<file path="src/hw/rtl/wsd_pkg.sv">
// Shared types and constants for the WAV stream deframer.
`default_nettype none
package wsd_pkg;

	// Result queue geometry.
	localparam int QDepth = 4;
	localparam int QPtrW  = 2;
	localparam int QCntW  = 3;

	// Result kind codes.
	localparam logic [1:0] KindSample  = 2'd0;
	localparam logic [1:0] KindEnd     = 2'd1;
	localparam logic [1:0] KindInvalid = 2'd2;

	// One input request: a byte of the file with its framing marks.
	typedef struct packed {
		logic [7:0] data_byte;
		logic       first_of_file;
		logic       last_of_file;
	} wsd_in_t;

	// One result request.
	typedef struct packed {
		logic [1:0]         kind;
		logic signed [15:0] left_sample;
		logic signed [15:0] right_sample;
		logic               last_of_run;
	} wsd_out_t;

	// Results produced by one accepted byte, in order.
	typedef struct packed {
		logic [1:0] n;
		wsd_out_t   r0;
		wsd_out_t   r1;
	} wsd_push_t;

	// Queue status seen by the top level.
	typedef struct packed {
		logic [QCntW-1:0] count;
		logic             room;
	} wsd_qstat_t;

endpackage
`default_nettype wire

</file>
<file path="src/hw/rtl/wsd_parser.sv">
// RIFF/WAVE chunk parser: state registers and per-byte next-state logic.
`default_nettype none
module wsd_parser (
	input  wire logic             clk,
	input  wire logic             arst_n,
	input  wire logic             take,
	input  wire wsd_pkg::wsd_in_t req,
	output wsd_pkg::wsd_push_t    push
);
	import wsd_pkg::*;

	typedef enum logic [2:0] {
		PhIdle, PhRiffTag, PhRiffSize, PhWaveTag,
		PhChunkTag, PhChunkLen, PhSkip, PhData
	} phase_t;

	localparam logic [31:0] TagRiff = 32'h52494646;
	localparam logic [31:0] TagWave = 32'h57415645;
	localparam logic [31:0] TagData = 32'h64617461;

	phase_t      phase_q, ph_e, ph_n;
	logic [1:0]  cnt_q, cnt_e, cnt_n;
	logic [31:0] tag_q, tag_e, tag_n;
	logic [31:0] skip_q, skip_e, skip_n;
	logic [7:0]  low_q, low_e, low_n;
	logic        have_q, have_e, have_n;
	logic        bad, done, sample_v, end_v, to_data;
	logic [31:0] tag_sh, skip_or, skip_dec;
	wsd_out_t    res_sample, res_end;

	// Parser step for the byte on the input.
	always_comb begin
		// A first byte restarts the clip at the RIFF tag.
		ph_e   = req.first_of_file ? PhRiffTag : phase_q;
		cnt_e  = req.first_of_file ? 2'd0 : cnt_q;
		tag_e  = req.first_of_file ? 32'd0 : tag_q;
		skip_e = req.first_of_file ? 32'd0 : skip_q;
		low_e  = req.first_of_file ? 8'd0 : low_q;
		have_e = req.first_of_file ? 1'b0 : have_q;

		ph_n     = ph_e;
		cnt_n    = cnt_e;
		tag_n    = tag_e;
		skip_n   = skip_e;
		low_n    = low_e;
		have_n   = have_e;
		bad      = 1'b0;
		sample_v = 1'b0;
		done     = (cnt_e == 2'd3);
		tag_sh   = {tag_e[23:0], req.data_byte};
		skip_or  = skip_e | ({24'd0, req.data_byte} << {cnt_e, 3'b000});
		skip_dec = skip_e - 32'd1;

		unique case (ph_e)
			PhIdle: begin
			end
			PhRiffTag, PhWaveTag, PhChunkTag: begin
				tag_n = tag_sh;
				cnt_n = cnt_e + 2'd1;
				if (done) begin
					if (ph_e == PhChunkTag) begin
						ph_n   = PhChunkLen;
						skip_n = 32'd0;
					end else if ((ph_e == PhRiffTag && tag_sh == TagRiff) ||
					             (ph_e == PhWaveTag && tag_sh == TagWave)) begin
						ph_n   = (ph_e == PhRiffTag) ? PhRiffSize : PhChunkTag;
						tag_n  = 32'd0;
						skip_n = 32'd0;
					end else begin
						bad = 1'b1;
					end
				end
			end
			PhRiffSize: begin
				cnt_n = cnt_e + 2'd1;
				if (done) begin
					ph_n   = PhWaveTag;
					tag_n  = 32'd0;
					skip_n = 32'd0;
				end
			end
			PhChunkLen: begin
				skip_n = skip_or;
				cnt_n  = cnt_e + 2'd1;
				if (done) begin
					if (tag_e == TagData) begin
						ph_n   = PhData;
						have_n = 1'b0;
					end else if (skip_or == 32'd0) begin
						ph_n  = PhChunkTag;
						tag_n = 32'd0;
					end else begin
						ph_n = PhSkip;
					end
				end
			end
			PhSkip: begin
				skip_n = skip_dec;
				if (skip_dec == 32'd0) begin
					ph_n  = PhChunkTag;
					cnt_n = 2'd0;
					tag_n = 32'd0;
				end
			end
			PhData: begin
				if (have_e) begin
					sample_v = 1'b1;
					have_n   = 1'b0;
				end else begin
					low_n  = req.data_byte;
					have_n = 1'b1;
				end
			end
			default: begin
			end
		endcase

		// The end of a file is clean only once this byte leaves the parser in data.
		to_data = (ph_n == PhData);

		// A bad tag or the end of the file closes the clip.
		end_v = bad || (req.last_of_file && ph_e != PhIdle);
		if (end_v) begin
			ph_n   = PhIdle;
			cnt_n  = 2'd0;
			tag_n  = 32'd0;
			skip_n = 32'd0;
			low_n  = 8'd0;
			have_n = 1'b0;
		end
	end

	// Result words for this byte.
	always_comb begin
		res_sample.kind         = KindSample;
		res_sample.left_sample  = {req.data_byte, low_e};
		res_sample.right_sample = {req.data_byte, low_e};
		res_sample.last_of_run  = !end_v;
		res_end.kind            = (!bad && to_data) ? KindEnd : KindInvalid;
		res_end.left_sample     = 16'sd0;
		res_end.right_sample    = 16'sd0;
		res_end.last_of_run     = 1'b1;

		push = '0;
		if (sample_v && end_v) begin
			push.n  = 2'd2;
			push.r0 = res_sample;
			push.r1 = res_end;
		end else if (sample_v) begin
			push.n  = 2'd1;
			push.r0 = res_sample;
		end else if (end_v) begin
			push.n  = 2'd1;
			push.r0 = res_end;
		end
	end

	// Parser state, advanced once per accepted byte.
	always_ff @(posedge clk or negedge arst_n) begin
		if (!arst_n) begin
			phase_q <= PhIdle;
			cnt_q   <= 2'd0;
			tag_q   <= 32'd0;
			skip_q  <= 32'd0;
			low_q   <= 8'd0;
			have_q  <= 1'b0;
		end else if (take) begin
			phase_q <= ph_n;
			cnt_q   <= cnt_n;
			tag_q   <= tag_n;
			skip_q  <= skip_n;
			low_q   <= low_n;
			have_q  <= have_n;
		end
	end

endmodule
`default_nettype wire

</file>
<file path="src/hw/rtl/wsd_outq.sv">
// Result queue: takes up to two results per cycle, gives out one per ready cycle.
`default_nettype none
module wsd_outq (
	input  wire logic              clk,
	input  wire logic              arst_n,
	input  wire logic              take,
	input  wire wsd_pkg::wsd_push_t push,
	output wsd_pkg::wsd_out_t      result,
	output logic                   result_valid,
	input  wire logic              result_ready,
	output wsd_pkg::wsd_qstat_t    stat
);
	import wsd_pkg::*;

	wsd_out_t         entry_q [QDepth];
	logic [QPtrW-1:0] wr_q, rd_q;
	logic [QCntW-1:0] count_q, add, sub;
	logic             pop;

	assign pop          = result_valid && result_ready;
	assign result_valid = (count_q != '0);
	assign result       = entry_q[rd_q];
	assign add          = take ? QCntW'(push.n) : '0;
	assign sub          = pop ? QCntW'(1) : '0;
	assign stat.count   = count_q;
	assign stat.room    = (count_q <= QCntW'(QDepth - 2));

	// Entry storage: results written at the tail.
	always_ff @(posedge clk) begin
		if (take && push.n != 2'd0) begin
			entry_q[wr_q] <= push.r0;
		end
		if (take && push.n == 2'd2) begin
			entry_q[wr_q + QPtrW'(1)] <= push.r1;
		end
	end

	// Pointers and fill count.
	always_ff @(posedge clk or negedge arst_n) begin
		if (!arst_n) begin
			wr_q    <= '0;
			rd_q    <= '0;
			count_q <= '0;
		end else begin
			wr_q    <= wr_q + QPtrW'(add);
			rd_q    <= rd_q + QPtrW'(sub);
			count_q <= count_q + add - sub;
		end
	end

endmodule
`default_nettype wire

</file>
<file path="src/hw/rtl/wav_stream_deframer.sv">
// Top level of the WAV stream deframer.
`default_nettype none
// Takes a WAV file one byte per request and gives out PCM samples (one value
// on both channels), a clean-end marker or an invalid-file marker. A byte can
// be accepted in every cycle: byte_ready is high while the four-entry result
// queue has two free entries, and its results are queued for the result port
// from the next cycle. Results leave at one per cycle; a byte that ends a clip
// during data can give two results, so a stalled result port holds off further
// bytes once the queue fills. first_of_file restarts the parser at any time.
module wav_stream_deframer (
	input  wire logic             clk,
	input  wire logic             arst_n,
	input  wire logic             byte_valid,
	output logic                  byte_ready,
	input  wire wsd_pkg::wsd_in_t byte_req,
	output logic                  result_valid,
	input  wire logic             result_ready,
	output wsd_pkg::wsd_out_t     result
);
	import wsd_pkg::*;

	wsd_push_t  push;
	wsd_qstat_t stat;
	logic       take;

	// A byte is taken while the queue can hold both of its possible results.
	assign byte_ready = stat.room;
	assign take       = byte_valid && byte_ready;

	wsd_parser u_parser (
		.clk    (clk),
		.arst_n (arst_n),
		.take   (take),
		.req    (byte_req),
		.push   (push)
	);

	wsd_outq u_outq (
		.clk          (clk),
		.arst_n       (arst_n),
		.take         (take),
		.push         (push),
		.result       (result),
		.result_valid (result_valid),
		.result_ready (result_ready),
		.stat         (stat)
	);

`ifndef SYNTHESIS
	// The queue never overfills.
	a_count_max: assert property (@(posedge clk) disable iff (!arst_n)
		stat.count <= QCntW'(QDepth))
		else $error("result queue overfilled");

	// A taken byte always found room for its results.
	a_room: assert property (@(posedge clk) disable iff (!arst_n)
		take |-> stat.count <= QCntW'(QDepth - 2))
		else $error("byte taken without room");

	// A pair of results is a sample followed by the closing marker.
	a_pair: assert property (@(posedge clk) disable iff (!arst_n)
		(take && push.n == 2'd2) |->
		(push.r0.kind == KindSample && !push.r0.last_of_run && push.r1.last_of_run))
		else $error("bad result pair");

	// A taken byte with results makes the result port valid next cycle.
	a_visible: assert property (@(posedge clk) disable iff (!arst_n)
		(take && push.n != 2'd0) |=> result_valid)
		else $error("result lost");
`endif

endmodule
`default_nettype wire
</file>
<file path="config.mk">
export PLATFORM = sky130hd
export DESIGN_NAME = wav_stream_deframer
export DESIGN_NICKNAME = d
export VERILOG_FILES = /design/src/hw/rtl/wsd_pkg.sv /design/src/hw/rtl/wsd_parser.sv /design/src/hw/rtl/wsd_outq.sv /design/src/hw/rtl/wav_stream_deframer.sv
export SDC_FILE = /design/constraint.sdc
export NUM_CORES = 1
export LEC_CHECK = 0
export ABC_AREA = 1
export BUFFER_PORTS_ARGS = -buffer_cell sky130_fd_sc_hd__buf_2
export CORE_UTILIZATION = 40
export DETAILED_ROUTE_END_ITERATION = 10
export PLACE_DENSITY = 0.52
export SLEW_MARGIN = 10
export SYNTH_ARGS = -nofsm -noshare
export SYNTH_HDL_FRONTEND = slang
export SYNTH_HIERARCHICAL = 1
export SYNTH_SLANG_ARGS = --single-unit
</file>
<file path="constraint.sdc">
create_clock -name clk -period 4.5 [get_ports clk]
set_input_delay 0.45 -clock clk [delete_from_list [all_inputs] [get_ports clk]]
set_output_delay 0.45 -clock clk [all_outputs]
set_load 0.01 [all_outputs]
</file>
# Word-level counts from Yosys, hierarchy flattened
# Memories as Yosys holds them, arrays and structs flattened.
# Cells that the tools add are included.
# classes
add_sub_neg,7
mul,0
n_div,0
order_cmp,1
eq_ne,13
shifts,1
n_mux,61
bitwise_logic,1
reduce_logical,20
# op_table
op,n
$mux W32,16
$pmux W32 S4,2
$eq A32 B31 Y1 const B,3
$mux W37,2
$logic_not A32 Y1,2
$mux W36,1
$mux W35,1
$mux W8,4
$or A32 B32 Y32,1
$shl A8 B5 Y32,1
$sub A32 B1 Y32 const B,1
$mux W3,10
$mux W1,16
$eq A3 B3 Y1 const B,5
$mux W2,6
$pmux W3 S4,1
$logic_and A1 B1 Y1,9
$eq A3 B2 Y1 const B,2
$reduce_bool A3 Y1,2
$reduce_or A5 Y1,1
$add A2 B1 Y2 const B,2
$add A2 B2 Y2,2
$eq A2 B2 Y1 const B,2
$pmux W2 S2,1
other kinds (9),11
# word_totals
reg_bits,85
latchBits,0
ram_bits,140
romBits,0
in_bits,14
out_inout_bits,37
wordCells,114
mem_count,1
# mem_list
name,depth,width,read_ports,rd_clocked_by_memory_dff,write_ports,line_no,rtl
u_outq.entry_q,4,35,1,0,2,wsd_outq.sv:15,wsd_out_t entry_q [QDepth];

# Depth between registers and ports, before layout
# Gate-level depths: netlist (run 1).
# depth
ltp_word,18
ltp_mapped,24
mapped_depth_nobuf,23

# By module
# The synthesis (run 1) kept the hierarchy.
# by_module_without_submodules
mod,instances,cells_per_inst,area_each_um2,seq_area_each_um2
wsd_parser,1,1425,8324.2,1951.9
wsd_outq,1,783,7868.8,4379.2
wav_stream_deframer,1,2,7.5,0.0

# Worst setup path after synthesis (run 1)
# OpenSTA, ideal clock, no wires.
# synth_path
path_type,input -> register
from,input port byte_req[1] (netlist name)
to,memory u_outq/entry_q[1][0] (netlist name) (enable)
setup_ns,0.393
t_arrival_ns,3.232
required_time_ns,4.107
setup_slack_ns,0.875
stages,14
n_path_buf,4
path_cell_list,buf_2 -> nor2_1 -> buf_2 -> ha_1 -> nand2_1 -> inv_1 -> nand3_1 -> nand2_1 -> ha_1 -> buf_4 -> nor2_8 -> nand2_4 -> buf_6 -> nand2_1
# synth_rtl
element,line_no,rtl
start: declaration,wav_stream_deframer.sv:15,"input wire wsd_pkg::wsd_in_t byte_req,"
end: declaration,wsd_outq.sv:15,

==> out/qor.yml, run 1 <==
rrSetupSlack_ps: 1010
whs_path_depth: 3
grt_pass1_vias: 14410
synth_edf_count: 140
drive_gt1_share_pct: 13.23
power.internal_uw: 4719
clock-sinks: 225
die_y_um: 203.3
gr-total-overflow: 0
ys_ff_latch: 225
synthesis.instances: 2210
synth.top_cell.area_share_pct: 25.95
cts_tree: "built"
num_vias: 15150
p_total_uw: 7979
cts_root_buffer: "clkbuf_16"
reg2reg_depth: 19
status: "finished clean"
fill_cells: 4158
ff_latch_area_mm2: 0.006332
cp_max_fo: 63
fp-row-count: 73
synth_warnings: 6
gr-usage-all-layers_pct: 25.63
synthToLayoutAreaGrowth_pct: 8.241
dieArea_mm2: 0.04131
worst_slack_ps: 905.3
viasPerCell: 5.512
cts-htree-levels: 1
switching_share_pct: 40.86
setup_violations: 0
clock_latency_ps: 590
p_sw_uw: 3260
fin_nets: 2222
drc: 0
fin_setup_tns_ps: 0
hp-start: "result_ready"
crit_type: "in2reg"
ant_nets: 0
r2r-end: "u_outq/entry_q[2][18]"
rsz0062_at_grt: "false"
core-area_mm2: 0.03982
grt_max_degree: 74
avgSynthCellArea_um2: 7.331
combPwrFrac_pct: 39.1
worstMarginPinSlew_ps: 978.4
required_ps: 4930
cp.arrival_ps: 4030
grt_pass1_wl_um: 83080
preCtsSetupSlack_ps: 372.8
async_flop_share_pct: 37.78
whs_endpoint: "u_outq/rd_q[1]"
synthFlopType: "edfxtp_1"
period_share_pct: 79.88
cts.path.max_buffers: 3
cap_viol_max_count: 0
p_seq_share_pct: 32.1
wl_per_cell_um: 19.23
slew-limit-headroom_pct: 34.78
io_pins: 51
drtIter0Drc: 1337
syn_area_mm2: 0.01620
end_kind: "flop"
crit_path_start_kind: "primary input"
fin_crit_ps: 3595
ir_worst_vdd_v: 0.0002949
r2r_start: "u_parser/phase_q[1]"
finish.utilization_pct: 44.03
die_w_um: 203.3
wl_um: 52850
ys_top_cells_by_area: "edfxtp_1, nand2_1, dfrtp_1, o21ai_2, o21ai_0"
p_per_area_mw_per_mm2: 455.0
antennaDiodeCount: 0
drv_slew: 0
p_leak_uw: 0.007700
timing.fmax_mhz: 278.2
path_clk_slew_ps: 60
antenna_found_initial: 0
drtPass1Iterations: 5
port_buffers: 50
synth_top_area_cell: "edfxtp_1"
cts_made_buffers: 29
hold_viol_final: 0
ys_seq_area_share_pct: 39.08
synthDistinctLibCells: 45
place.gp.congestion: 0.9103
skew_ps: 11.26
initial_core_util_pct: 40.68
multiInputGateArea_mm2: 0.008105
dp.final_hpwl_um: 34440
hold_slack_ps: 148.8
pwr-share-clk_pct: 28.8
min_path_type: "in2reg"
cell usage after synthesis, types with 4 or more instances:
library cell  instances
a221oi_1             16
ha_1                  7
o211ai_1             21
a21oi_1              83
buf_1                 4
nand3_1             133
buf_4                52
nand3b_1             12
buf_6                35
xor2_1                5
nand2_4               5
o22ai_1              13
nand4_1              32
dfrtp_1              85
a32o_1                4
buf_2                20
nor2_2                7
a22o_1                7
edfxtp_1            140
clkbuf_1             63
o21ai_2             122
inv_2                 5
o21ai_0             211
o221ai_1             15
nor3_1               20
nand2_1             580
nor2_1              248
inv_1               200
o21ai_1              35
a31oi_1               9
worst max-delay path: stages:
cell and delay [ps]:
buf_2 110, inv_2 320, buf_12 340, nand2_1 280, inv_2 210, ha_1 190
nand2_1 60, inv_1 70, nand3_1 70, nand2_1 160, ha_1 290, inv_1 90
o21ai_0 90, clkinv_1 400, buf_4 310, nor3_1 170, buf_4 200, nand2_1 80
o21ai_2 100
flip-flops by register name, indices dropped and copies added, names as in the netlist:
name / flops
u_parser/cnt_q: 2
u_parser/have_q: 1
u_parser/skip_q: 32
u_outq/count_q: 3
u_parser/phase_q: 3
u_parser/tag_q: 32
u_outq/rd_q: 2
u_outq/wr_q: 2
u_parser/low_q: 8
u_outq/entry_q: 140
routing by layer:
layer | wire length (um) | GRT usage [%]
met2 | 24860 | 42.72
met1 | 23260 | 34.37
met5 | 0 | 0
met3 | 3437 | 3.851
met4 | 1292 | 7.277
cells by family after synthesis:
family          Yosys count  share of synthesized area (%)
xor+xnor                  8                         0.4325
simple gates           1047                          26.92
other cells               1                        0.02315
fa+ha+maj                 8                         0.6642
flops                   225                          39.08
compound gates          540                          21.07
buf+inv                 381                          11.81
worst max-delay path by stage:
| stage | depth (start not counted) | to | slack [ps] | from |
|---|---|---|---|---|
| final | 19 | u_outq/entry_q[2][18] | 910 | byte_req[1] |
| after detailed placement | 17 | u_outq/entry_q[2][21] | 370 | byte_req[1] |
| after CTS | 19 | u_outq/entry_q[2][18] | 970 | byte_req[1] |
| after floorplan | 14 | u_outq/entry_q[1][0] | 870 | byte_req[1] |
| after global placement | 19 | u_outq/entry_q[3][2] | 410 | byte_req[1] |
| after global routing | 19 | u_outq/entry_q[2][21] | 420 | byte_req[1] |
cells in the final DEF, fill, tap and decap left out, types with 4 or more instances in the layout:
| cell | instances |
|---|---|
| a221oi_1 | 16 |
| xor2_1 | 5 |
| buf_2 | 49 |
| nor2_2 | 7 |
| buf_4 | 45 |
| o21ai_1 | 35 |
| nor2_1 | 245 |
| nand4_1 | 32 |
| clkbuf_16 | 29 |
| o21ai_0 | 211 |
| clkbuf_1 | 5 |
| a21oi_1 | 83 |
| ha_1 | 7 |
| inv_1 | 199 |
| nor2_4 | 4 |
| o211ai_1 | 21 |
| nand2_4 | 5 |
| clkinv_1 | 11 |
| nand2_1 | 576 |
| a22o_1 | 7 |
| conb_1 | 32 |
| edfxtp_1 | 140 |
| nand2_2 | 4 |
| inv_2 | 7 |
| o22ai_1 | 13 |
| a31oi_1 | 9 |
| o21ai_2 | 122 |
| nand3b_1 | 12 |
| o221ai_1 | 15 |
| nand3_1 | 133 |
| a32o_1 | 4 |
| clkinv_2 | 5 |
| nor3_1 | 20 |
| dfrtp_1 | 84 |
| buf_12 | 7 |
per-stage QoR:
step / instances / cell area (um2)
5_1_grt: 2748 / 17540
2_1_floorplan: 2241 / 16320
3_3_place_gp: 2693 / 16590
3_5_place_dp: 2693 / 16590
4_1_cts: 2748 / 17540
6_report: 2748 / 17540
area by class of cell:
type / instances / area share, %
sequential: 225 / 36.11
timing repair buffer: 102 / 4.181
clock buffer: 35 / 4.324
multi-input combinational: 1635 / 46.22
inverter: 207 / 4.431
tap: 525 / 3.746
clock inverter: 19 / 0.9847
power by group through the flow:
stage,combinational [uW],sequential (uW),clock [uW]
2_1_floorplan,2070,2560,0
3_3_place_gp,3100,2600,0
5_1_grt,3480,2590,2430
3_5_place_dp,3120,2600,0
4_1_cts,3130,2560,2370
6_report,3120,2560,2300
timing repair:
action / 4_1_cts / 5_1_grt
gates resized for setup: 0 / 0
buffers inserted: 0 / 0
hold buffers: 1 / 0
endpoints found under the hold margin: 48 / 0
Power figures use the tool's default switching activity.
==> run 2: changes to the inputs <==
clock period = 3.48 ns   (was 4.5 ns; I/O delays follow)
==> run 2 against run 1 <==
Critical path depth down 3. Clock skew up 6.9 ps. Utilization up 1.1 points. Hold slack worse by 88 ps. Wire length up 1.4%. Largest cell class unchanged.
==> out/qor.yml, run 2 (same netlist as run 1, synthesis figures left out) <==
die_y_um: 203.3
rsz0062_at_grt: "false"
cts.path.max_buffers: 3
dp.final_hpwl_um: 35520
drc: 0
core-area_mm2: 0.03982
cts_tree: "built"
cpMostUsedCell: "nand2_1"
worstMarginPinSlew_ps: 1067
slowest_stage: "dfrtp_1"
setup_violations: 0
whs_path_depth: 3
path_clk_slew_ps: 60
grt_pass1_wl_um: 84920
crit_type: "reg2reg"
p_leak_uw: 0.007926
die_w_um: 203.3
dieArea_mm2: 0.04131
required_ps: 3800
ir_worst_vdd_v: 0.0004390
cpPeakStageDelay_ps: 390
layout_common_cells: "nand2_1, nor2_1, o21ai_0, inv_1, edfxtp_1"
hp-start: "result_ready"
antenna_found_initial: 0
p_per_area_mw_per_mm2: 572.8
viasPerCell: 5.492
largestRegisters: "u_outq/entry_q (140), u_parser/skip_q (32), u_parser/tag_q (32)"
antennaDiodeCount: 0
crit_path_start_kind: "flop"
gr-usage-all-layers_pct: 26.29
whs_endpoint: "u_outq/rd_q[1]"
port_buffers: 50
status: "finished clean"
grt_max_degree: 74
largest_reg_flops: 140
cts_root_buffer: "clkbuf_16"
layout_commonest_cell: "nand2_1"
cp_top_family: "simple AND/OR/NAND/NOR gates"
drv_slew: 0
num_vias: 15350
gr-total-overflow: 0
multiInputGateArea_mm2: 0.008154
skew_ps: 18.17
fin_nets: 2271
min_path_type: "in2reg"
regMostFlops: "u_outq/entry_q"
period_share_pct: 92.05
r2r-end: "u_outq/entry_q[1][33]"
cts_made_buffers: 28
r2r_start: "u_parser/skip_q[1]"
crit_chain: "o21ai_0 > nand3_1 > nor2_4 > nand2_1 > nand2_1 > nand2_1 > nor2_1 > nand2_1 > nor2_1 > nand3_4 > nand3_1 > nand3_1 > nand2_1 > nor2_1 > inv_1 > o21ai_2"
cp.arrival_ps: 3520
rrSetupSlack_ps: 280
ant_nets: 0
io_pins: 51
synthToLayoutAreaGrowth_pct: 11.01
fp-row-count: 73
timing.fmax_mhz: 312.2
clock_latency_ps: 590
fill_cells: 4140
cts-htree-levels: 1
slew-limit-headroom_pct: 28.85
hold_viol_final: 0
fin_crit_ps: 3203
place.gp.congestion: 0.9512
ff_latch_area_mm2: 0.006332
cp_max_fo: 8
drtIter0Drc: 1374
grt_pass1_vias: 14800
clock-sinks: 225
initial_core_util_pct: 40.68
drive_gt1_share_pct: 15.60
wl_per_cell_um: 19.18
end_kind: "flop"
fin_setup_tns_ps: 0
finish.utilization_pct: 45.16
crit_buf_inv: 1
wl_um: 53580
drtPass1Iterations: 5
cap_viol_max_count: 0
reg2reg_depth: 16
-- run 2: report_power, final --
part | total, uW | internal [uW] | switching, uW
Combinational | 4230 | 1360 | 2870
Sequential | 3320 | 3130 | 186
Clock | 2760 | 1550 | 1210
Total | 10300 | 6040 | 4260
-- run 2: final cells by class --
type,instances,share of cell area [%]
Multi-Input combinational cell,1635,45.34
Sequential cell,225,35.21
Timing Repair Buffer,152,6.791
Inverter,207,4.321
Clock buffer,36,4.063
Tap cell,525,3.653
Clock inverter,14,0.6192
-- run 2: stage by stage --
stage	worst slack (ps)	hold slack (ps)	std cells	total power (uW)	area [um2]
2_1_floorplan	294.5	52.41	2241	5983	16330
3_3_place_gp	-94.88	463.7	2743	7550	17080
3_5_place_dp	-82.62	476.2	2743	7582	17080
4_1_cts	191.0	30.85	2794	10370	17930
5_1_grt	22.06	54.44	2794	10960	17980
6_report	276.6	60.45	2794	10300	17980
-- run 2: per-layer routing --
metal | global-route usage, % | wire, um
met4 | 7.492 | 1326
met1 | 35.79 | 23620
met2 | 43.45 | 24920
met3 | 3.595 | 3718
met5 | 0 | 0
-- run 2: tightest hold or removal path: cells and delay by family --
kind	cells	cell delay [ps]
buffers and inverters	1	120
AND/OR/NAND/NOR	2	130
-- run 2: how the worst max path moves through the flow --
stage                         from                     to  slack [ps]  cells after the start
2_1_floorplan          byte_req[1]   u_outq/entry_q[1][0]         290                     14
3_3_place_gp           byte_req[1]  u_outq/entry_q[1][33]         -90                     20
3_5_place_dp           byte_req[1]      u_outq/count_q[2]         -80                     22
4_1_cts        u_parser/phase_q[1]  u_outq/entry_q[3][30]         190                     17
5_1_grt         u_parser/skip_q[5]  u_outq/entry_q[1][33]          20                     16
6_report        u_parser/skip_q[1]  u_outq/entry_q[1][33]         280                     16
-- run 2: repair_timing --
action	4_1_cts	5_1_grt
resized for setup	0	16
buffers inserted	0	0
hold buffers	1	0
endpoints found under the setup margin	0	107
endpoints found under the hold margin	34	0
